`src/design/ism_pkg.sv`:
```
`timescale 1ns / 1ps

package ism_pkg;

	// Request codes carried by req_type; the unused code behaves as a read.
	localparam logic [1:0] REQ_UPDATE = 2'd0;
	localparam logic [1:0] REQ_READ   = 2'd1;
	localparam logic [1:0] REQ_WRITE  = 2'd2;

	// Configuration register indexes.
	localparam int unsigned CFG_IDX_W  = 1;
	localparam logic [CFG_IDX_W-1:0] REG_PROB_DE4 = 1'b0;
	localparam logic [CFG_IDX_W-1:0] REG_PROB_DE8 = 1'b1;

	localparam int unsigned SITE_W = 12;
	localparam int unsigned PROB_W = 32;
	localparam int unsigned DE_W   = 5;

	localparam logic signed [DE_W-1:0] DE_PLUS4 = 5'sd4;
	localparam logic [DE_W-1:0]        DE_BIAS  = 5'd8;

	typedef logic signed [DE_W-1:0] de_t;

	// Which site the shared address unit points at.
	typedef enum logic [2:0] {
		NB_C,
		NB_W,
		NB_E,
		NB_N,
		NB_S
	} nbr_t;

	typedef enum logic [2:0] {
		ST_CLEAR,
		ST_IDLE,
		ST_READ,
		ST_LAST,
		ST_DECIDE
	} state_t;

	// Outcome of one item, handed from the decision logic to the sequencer.
	typedef struct packed {
		logic we;
		logic wdata;
		logic spin;
		logic flip;
		de_t  de;
	} dec_t;

endpackage

```
`src/design/ism_addr.sv`:
```
`timescale 1ns / 1ps

module ism_addr #(
	parameter int unsigned LB = 6
) (
	input  logic [LB-1:0]   x,
	input  logic [LB-1:0]   y,
	input  ism_pkg::nbr_t   step,
	output logic [2*LB-1:0] addr
);
	import ism_pkg::*;

	logic [LB-1:0] xs;
	logic [LB-1:0] ys;

	// Coordinates wrap at the lattice edge by plain modular arithmetic.
	always_comb begin
		xs = x;
		ys = y;
		case (step)
			NB_W:    xs = x - LB'(1);
			NB_E:    xs = x + LB'(1);
			NB_N:    ys = y - LB'(1);
			NB_S:    ys = y + LB'(1);
			default: begin
				xs = x;
				ys = y;
			end
		endcase
	end

	// Z-order interleave: x on even address bits, y on odd ones.
	always_comb begin
		for (int i = 0; i < LB; i++) begin
			addr[2*i]   = xs[i];
			addr[2*i+1] = ys[i];
		end
	end

endmodule

```
`config.mk`:
```
export PLATFORM = sky130hd
export DESIGN_NAME = ism_addr
export DESIGN_NICKNAME = d
export VERILOG_FILES = /design/src/design/ism_pkg.sv /design/src/design/ism_addr.sv
export SDC_FILE = /design/constraint.sdc
export NUM_CORES = 1
export LEC_CHECK = 0
export ABC_AREA = 1
export BUFFER_PORTS_ARGS = -buffer_cell sky130_fd_sc_hd__buf_2
export CAP_MARGIN = 25
export CORE_MARGIN = 8
export CORE_UTILIZATION = 45
export DETAILED_ROUTE_END_ITERATION = 8
export PLACE_DENSITY_LB_ADDON = 0.25
export SLEW_MARGIN = 20
export SYNTH_ARGS = -nofsm -noshare
export SYNTH_HDL_FRONTEND = slang
export SYNTH_SLANG_ARGS = --single-unit
```
`constraint.sdc`:
```
create_clock -name vclk -period 5.8
set_clock_uncertainty 0.05 [all_clocks]
set_input_delay 1.74 -clock vclk [all_inputs]
set_output_delay 1.74 -clock vclk [all_outputs]
set_load 0.01 [all_outputs]
```
==> impl_metrics.py <==
metrics = {
    "placed_design": {
        "place_inst": 151,
        "port_buffers": 27,
        "post-dp-hpwl_um": 1290,
        "place_congestion": 0.786,
        "dpl_cell_area_um2": 763,
    },
    "global_routing": {
        "grt_overflow": 0,
        "grt_pass1_vias": 666,
        "track_usage_pct": 10.6,
        "grt_max_degree": 8,
        "antenna_found_initial": 0,
        "grt_pass1_wl_um": 2530,
    },
    "run": {
        "cap_violations": 0,
    },
    "cells_and_area": {
        "regArea_um2": 0,
        "multiInputGateArea_um2": 564,
        "seq_cell_count": 0,
        "final_area_um2": 763,
        "area_delta_synth_final_pct": 25.3,
        "nClkBuffers": 0,
        "fin_nets": 163,
        "drive_above_1_share_pct": 28.7,
        "finalNonFillerCells": 151,
        "final.fill_count": 131,
        "fin_util_pct": 59.4,
        "antenna_cells": 0,
    },
    "die": {
        "die_x_um": 52.8,
        "start_util_pct": 47.4,
        "num_io_pins": 27,
        "rows": 13,
        "dieArea_um2": 2790,
        "die_h_um": 52.8,
        "core_area_um2": 1280,
    },
    "sta": {
        "max_slew_margin_pct": 82.5,
        "fin_tns_setup_ns": 0,
        "rsz0062_at_grt": "false",
        "period_minus_slack_ns": 5.17,
        "drv_slew": 0,
        "worst_slew_pin_slew_ns": 0.262,
        "hold_viol_final": 0,
        "timing.final.crit_share_pct": 89.2,
        "setup_viol": 0,
        "max_freq_ghz": 0.193,
    },
    "logic_synthesis": {
        "syn_avg_cell_area_um2": 5.59,
        "yosys-top-cells-count": "45 x nand2_1, 17 x nand3_1, 9 x inv_1",
        "synth.distinct_cells": 15,
        "post-synth-top-count-cell": "nand2_1",
        "synth_area_leaders": "nand2_1 28%, ha_1 16%, nand3_1 14%, fa_1 6.6%, a21oi_1 5.7%",
        "synth_seq_area_share_pct": 0,
        "syn_nets": 134,
        "synth_top_area_cell": "nand2_1",
        "netlist_instances": 109,
        "synth_top_cell_area_share_pct": 27.7,
        "synth_area_um2": 609,
        "ys_warn_count": 0,
    },
    "drt": {
        "drt_iter0_drc": 3,
        "ant_nets": 0,
        "drt_wl_total_um": 1430,
        "drc": 0,
        "vias": 720,
        "wl_per_cell_um": 9.45,
        "via_per_inst": 4.77,
        "dr.pass1.iters": 3,
    },
    "critical_path": {
        "cp-end-kind": "output port",
        "cp_num_buf_inv": 2,
        "cp_max_fo": 7,
        "critical_path_class": "input port to output port",
        "critPathArrivalTime_ns": 3.38,
        "crit_required_ns": 4.01,
        "cp_slowest_stage_delay_ns": 0.45,
        "cp_common_cell": "nand2_1",
        "slowest_stage": "fa_1",
        "crit_family": "simple AND/OR/NAND/NOR gates",
        "cp-start-kind": "input port",
        "cp_cell_sequence": "buf_2, nor2_4, nand2_1, fa_1, nand3_1, nand2_1, or2_2, nand3_1, nand2_1, buf_2",
    },
    "clocking": {
        "cts_resized": 0,
        "cts_hold_buf": 0,
        "cts_post_setup_buffers_inserted": 0,
    },
    "status": {
        "outcome": "completed",
    },
    "pwr": {
        "p_leak_nw": 0.445,
        "vdd_drop_max_v": 0.0000485,
        "p_per_area_nw_per_um2": 96.6,
        "total_power_mw": 0.0737,
    },
    "hold_path": {
        "min_path_type": "input port to output port",
    },
}
## kinds of logic (layout without fill, tap and decap cells)
group / count (synthesis) / in the layout / synth area share (%)
buf+inv: 12 / 39 / 7.39
xor+xnor: 3 / 3 / 4.31
simple gates: 72 / 72 / 51.1
fa+ha+maj: 10 / 10 / 23.0
compound gates: 12 / 12 / 14.2
## cell usage in the layout, fill, tap and decap left out
cell,instances
nand2_1,45
buf_2,27
nand3_1,17
inv_1,9
ha_1,8
a21oi_1,7
nor2_1,6
inv_2,3
o21ai_2,3
nor2_4,2
xor2_1,2
or2_2,2
fa_1,2
a21oi_2,1
xnor2_1,1
a21oi_4,1
## routing by layer
metal	up-vias	global-route usage, %	part of all wire (%)
met3	0	0.568	5.5
li1	406	-	-
met2	15	19.7	51
met5	-	0	0
met1	299	13.4	44
met4	0	0	0
## power by group
part	internal (mW)	switching, mW	leakage [nW]
logic	0.0306	0.0431	0.445
clock network	0	0	0
registers	0	0	0
## path summary, 6_finish.rpt
kind                start  endpoint  cells after the start  slack [ns]
setup / recovery  step[1]   addr[9]                     10        0.63
hold / removal       y[2]   addr[5]                      4        3.73
## through the flow
step	worst slack [ns]	hold WS (ns)
final	0.627	3.73
after global routing	0.436	3.77
after CTS	0.623	3.74
after detailed placement	0.623	3.74
after global placement	0.662	3.73
after floorplan	0.971	3.51
## layout make-up
class | instances | share of cell area, %
Tap cell | 15 | 2.46
Inverter | 12 | 5.90
Multi-Input combinational cell | 97 | 73.9
Timing Repair Buffer | 27 | 17.7
Note: power is estimated with default switching activity, not from simulation.
