[src/design/ism_pkg.sv]
`timescale 1ns / 1ps

package ism_pkg;

	// Request codes carried by req_type; the unused code behaves as a read.
	localparam logic [1:0] REQ_UPDATE = 2'd0;
	localparam logic [1:0] REQ_READ   = 2'd1;
	localparam logic [1:0] REQ_WRITE  = 2'd2;

	// Configuration register indexes.
	localparam int unsigned CFG_IDX_W  = 1;
	localparam logic [CFG_IDX_W-1:0] REG_PROB_DE4 = 1'b0;
	localparam logic [CFG_IDX_W-1:0] REG_PROB_DE8 = 1'b1;

	localparam int unsigned SITE_W = 12;
	localparam int unsigned PROB_W = 32;
	localparam int unsigned DE_W   = 5;

	localparam logic signed [DE_W-1:0] DE_PLUS4 = 5'sd4;
	localparam logic [DE_W-1:0]        DE_BIAS  = 5'd8;

	typedef logic signed [DE_W-1:0] de_t;

	// Which site the shared address unit points at.
	typedef enum logic [2:0] {
		NB_C,
		NB_W,
		NB_E,
		NB_N,
		NB_S
	} nbr_t;

	typedef enum logic [2:0] {
		ST_CLEAR,
		ST_IDLE,
		ST_READ,
		ST_LAST,
		ST_DECIDE
	} state_t;

	// Outcome of one item, handed from the decision logic to the sequencer.
	typedef struct packed {
		logic we;
		logic wdata;
		logic spin;
		logic flip;
		de_t  de;
	} dec_t;

endpackage

[src/design/ism_decide.sv]
`timescale 1ns / 1ps

module ism_decide (
	input  logic [1:0]                 req_type,
	input  logic                       spin_c,
	input  logic [2:0]                 ones,
	input  logic [ism_pkg::PROB_W-1:0] draw,
	input  logic [ism_pkg::PROB_W-1:0] prob_de4,
	input  logic [ism_pkg::PROB_W-1:0] prob_de8,
	input  logic                       spin_in,
	output ism_pkg::dec_t              dec
);
	import ism_pkg::*;

	logic [DE_W-1:0] de_up;
	de_t             de;
	logic            flip;

	// With n neighbours at +1 the field sum is 2n-4, so dE = s*(4n-8).
	always_comb begin
		de_up = {ones, 2'b00} - DE_BIAS;
		de    = spin_c ? $signed(de_up) : $signed(DE_W'(0) - de_up);
		if (de[DE_W-1] || de == '0) begin
			flip = 1'b1;
		end else if (de == DE_PLUS4) begin
			flip = draw < prob_de4;
		end else begin
			flip = draw < prob_de8;
		end
	end

	always_comb begin
		dec = '0;
		case (req_type)
			REQ_UPDATE: begin
				dec.we    = flip;
				dec.wdata = ~spin_c;
				dec.spin  = spin_c ^ flip;
				dec.flip  = flip;
				dec.de    = de;
			end
			REQ_WRITE: begin
				dec.we    = 1'b1;
				dec.wdata = spin_in;
				dec.spin  = spin_in;
			end
			default: begin
				dec.spin = spin_c;
			end
		endcase
	end

endmodule

[config.mk]
export PLATFORM = sky130hd
export DESIGN_NAME = ism_decide
export DESIGN_NICKNAME = d
export VERILOG_FILES = /design/src/design/ism_pkg.sv /design/src/design/ism_decide.sv
export SDC_FILE = /design/constraint.sdc
export NUM_CORES = 1
export LEC_CHECK = 0
export CORE_ASPECT_RATIO = 0.5
export CORE_MARGIN = 10
export CORE_UTILIZATION = 45
export DETAILED_ROUTE_END_ITERATION = 16
export DONT_BUFFER_PORTS = 1
export GPL_ROUTABILITY_DRIVEN = 0
export SLEW_MARGIN = 20
export SYNTH_ARGS = -nofsm -noshare
export SYNTH_HDL_FRONTEND = slang
export SYNTH_SLANG_ARGS = --single-unit
export TNS_END_PERCENT = 50
[constraint.sdc]
create_clock -name vclk -period 3
set_input_delay 0.15 -clock vclk [all_inputs]
set_output_delay 0.15 -clock vclk [all_outputs]
set_load 0.05 [all_outputs]
==> results <==
- The final core utilization is about half.
- From bottom edge to top edge, the die measures about 65 µm.
- IR analysis of the VDD net gives a maximum drop of 0.0000484 V.
- The share of cells above drive strength 1 is between 5 and 6%.
- The actual transition at the worst max-transition pin is roughly 1100 ps.
- Once detail routing completed, the nets flagged for antenna violations numbered 0.
- In this design, the stage delay of the slowest critical-path cell is 600 ps.
- The DRC violation count after routing is 0.
- Data arrives at the worst endpoint at 2320 ps.
- The cell with the most instances after synthesis is sky130_fd_sc_hd__inv_1.
- The number of detailed-routing iterations run before antenna repair is 3.
- The class of the tightest hold or removal check is primary input to primary output.
- The met1 track demand over resource in global routing is between 10% and 20%.
- The layer flagged by global routing as most heavily used is met2.
- The count of maximum capacitance violations is 0.
- The wire length of the first global-routing pass is ~7800 µm.
- The type of destination of the critical path is a primary output.
- In the finished layout, the clock tree contains a buffer count of 0.
- The routed layout has about 1600 vias.
- In this run, distinct cell masters in the synthesized netlist total 37.
- Detailed placement finished with a half-perimeter wire length of 4600 µm.
- The signal on the critical path passes through inv_1, ha_1, a2111oi_0, o21ai_1, a31oi_1, o31ai_2, a311oi_4, nor4_1, or3b_1.
- The overall fraction of global-route tracks in use is about 12%.
- The flow ran to the end, and the final reports show no timing, DRC or antenna violations.
- In this run, post-CTS repair resized a total of 0 instances.
- The leakage power figure is 1.10 nW.
- The routing usage on met3 is 4.83%.
- The setup total negative slack is 0 ps.
- The critical-path maximum fanout is 3.
- In this run the mean area of a mapped cell was 7.20 µm².
- The top cell type by area accounts for 43.4% of the synthesized area.
- Relative to the synthesized area, the layout overhead comes to 4.28%.
- The number of endpoints failing setup at the final stage is 0.
- The initial antenna violation count is 0.
- The sequential cell count is 0.
- The fmax is 0.405 GHz.
- The kind of critical path is primary input to primary output.
- Dividing the detail-routed via count by the number of cells gives about 5.4.
- The clock period minus worst slack is around 2500 ps.
- Once the floorplan was initialized, standard cells occupied 46.7% of the core.
- The total area inside the core boundary comes to 3880 µm².
- The detailed-route wire length is 4680 µm.
- The die covers 7130 µm².
- The via count of the first global-routing pass is 1847.
- The Yosys step of the flow raised 0 warnings.
- Headroom to the max-slew limit came out at 29.3%.
- Across the whole layout, storage elements account for 0 µm².
- The met2 global-route usage is between 20% and 30%.
- The count of standard-cell rows is 16.
- Of the synthesized area, sequential elements account for 0%.
- After the first detailed-routing iteration, the DRC count stood at 15.
- Data on the critical path is required at its endpoint by 2850 ps.
- STA classifies the critical path startpoint as a primary input.
- The hold buffer count at CTS is 0.
- The cell with the biggest individual delay on the critical path is sky130_fd_sc_hd__or3b_1.
- For this run, the post-layout net count is 420.
- Setup repair after global routing left no endpoint under its margin.
- By area the synthesized netlist is led by sky130_fd_sc_hd__ha_1 (43%), sky130_fd_sc_hd__inv_1 (13%), sky130_fd_sc_hd__a21oi_1 (5.0%).
- Dividing the detail-routed wire length by the instance count gives 15.3 µm.
- Sorting the synthesized cells by how often they occur yields sky130_fd_sc_hd__inv_1 (65), sky130_fd_sc_hd__ha_1 (63), sky130_fd_sc_hd__a21oi_1 (18).
- For this run the aggregate overflow at the end of global routing stands at 0.
- The count of mapped cells out of synthesis is 252.
- The antenna diode count is 0.
- Pin placement for this block handled 112 I/O pins.
- The horizontal extent of the die is 110 µm.
- The final count of pins violating max slew was 0.
- The post-synth design cell area is 1810 µm².
- Input and output buffers added on the ports amount to 0.
- The part of the cycle the worst path needs is 82.3%.
- Dividing total power by cell area gives a power density of 129 nW/µm².
- sky130_fd_sc_hd__ha_1 takes more of the synthesized area than any other cell.
- The pin count of the biggest net entering global routing is 11.
- The final hold violation count is 0.
- Once the clock tree was built, the setup fixing pass inserted 0 buffers.
area by class of cell:
type	count	area [µm²]
tap	54	67.6
multi-input combinational	183	1550
fill	410	1990
timing repair buffer	4	30.0
inverter	65	244
placed cells by master (no fill, tap or decap), types with 2 or more instances in the layout:
master,synthesis,routed
sky130_fd_sc_hd__o21ai_0,9,9
sky130_fd_sc_hd__a21o_1,8,8
sky130_fd_sc_hd__nand4_1,11,11
sky130_fd_sc_hd__o21ai_1,3,3
sky130_fd_sc_hd__o2111ai_1,2,2
sky130_fd_sc_hd__nand2_1,8,8
sky130_fd_sc_hd__conb_1,1,2
sky130_fd_sc_hd__o31ai_1,2,2
sky130_fd_sc_hd__a31oi_1,2,2
sky130_fd_sc_hd__buf_4,4,4
sky130_fd_sc_hd__inv_1,65,65
sky130_fd_sc_hd__nor2b_1,6,6
sky130_fd_sc_hd__xnor2_1,2,2
sky130_fd_sc_hd__nand3_1,4,4
sky130_fd_sc_hd__nand2b_1,2,2
sky130_fd_sc_hd__a21oi_1,18,18
sky130_fd_sc_hd__nor2_1,12,12
sky130_fd_sc_hd__ha_1,63,63
sky130_fd_sc_hd__a211oi_1,4,4
sky130_fd_sc_hd__nor3_1,8,7
worst max-delay path: cells and delay by family:
family                     cells  cell delay, ps
buffers and inverters          1              20
AOI/OAI and AO/OA              5            1170
and+or+nand+nor                2             690
adders and majority gates      1             280
path summary, 6_finish.rpt:
check             depth (start not counted)  endpoint        start
setup / recovery                          9    dec[6]  prob_de4[4]
hold / removal                            1    dec[2]  req_type[1]
layer usage:
layer / share of wire (%) / wire [µm]
met2: 53 / 2480
met1: 36 / 1710
met3: 11 / 494
met4: 0 / 0
met5: 0 / 0
metrics by stage:
stage | power [mW] | hold WS (ps) | instances | worst slack (ps) | area, µm²
after floorplan | 0.208 | 478 | 253 | 197 | 1820
after global placement | 0.241 | 406 | 306 | 543 | 1890
after detailed placement | 0.249 | 406 | 306 | 525 | 1890
after CTS | 0.250 | 406 | 306 | 524 | 1890
after global routing | 0.287 | 407 | 306 | 389 | 1890
final | 0.245 | 405 | 306 | 530 | 1890
where the power goes:
part / switching [mW] / internal, mW
logic: 0.140 / 0.105
registers: 0 / 0
clock network: 0 / 0
cell families (layout without fill, tap and decap cells):
family / Yosys count / in the layout / synth area share (%)
AO/OA/AOI/OAI: 58 / 58 / 22.7
XOR/XNOR: 3 / 3 / 1.45
adder cells (fa/ha/maj): 63 / 63 / 43.4
buffers and inverters: 70 / 69 / 15.4
other: 1 / 2 / 0.207
AND/OR/NAND/NOR: 57 / 57 / 16.8
No activity file was read; power rests on OpenSTA's default activity.
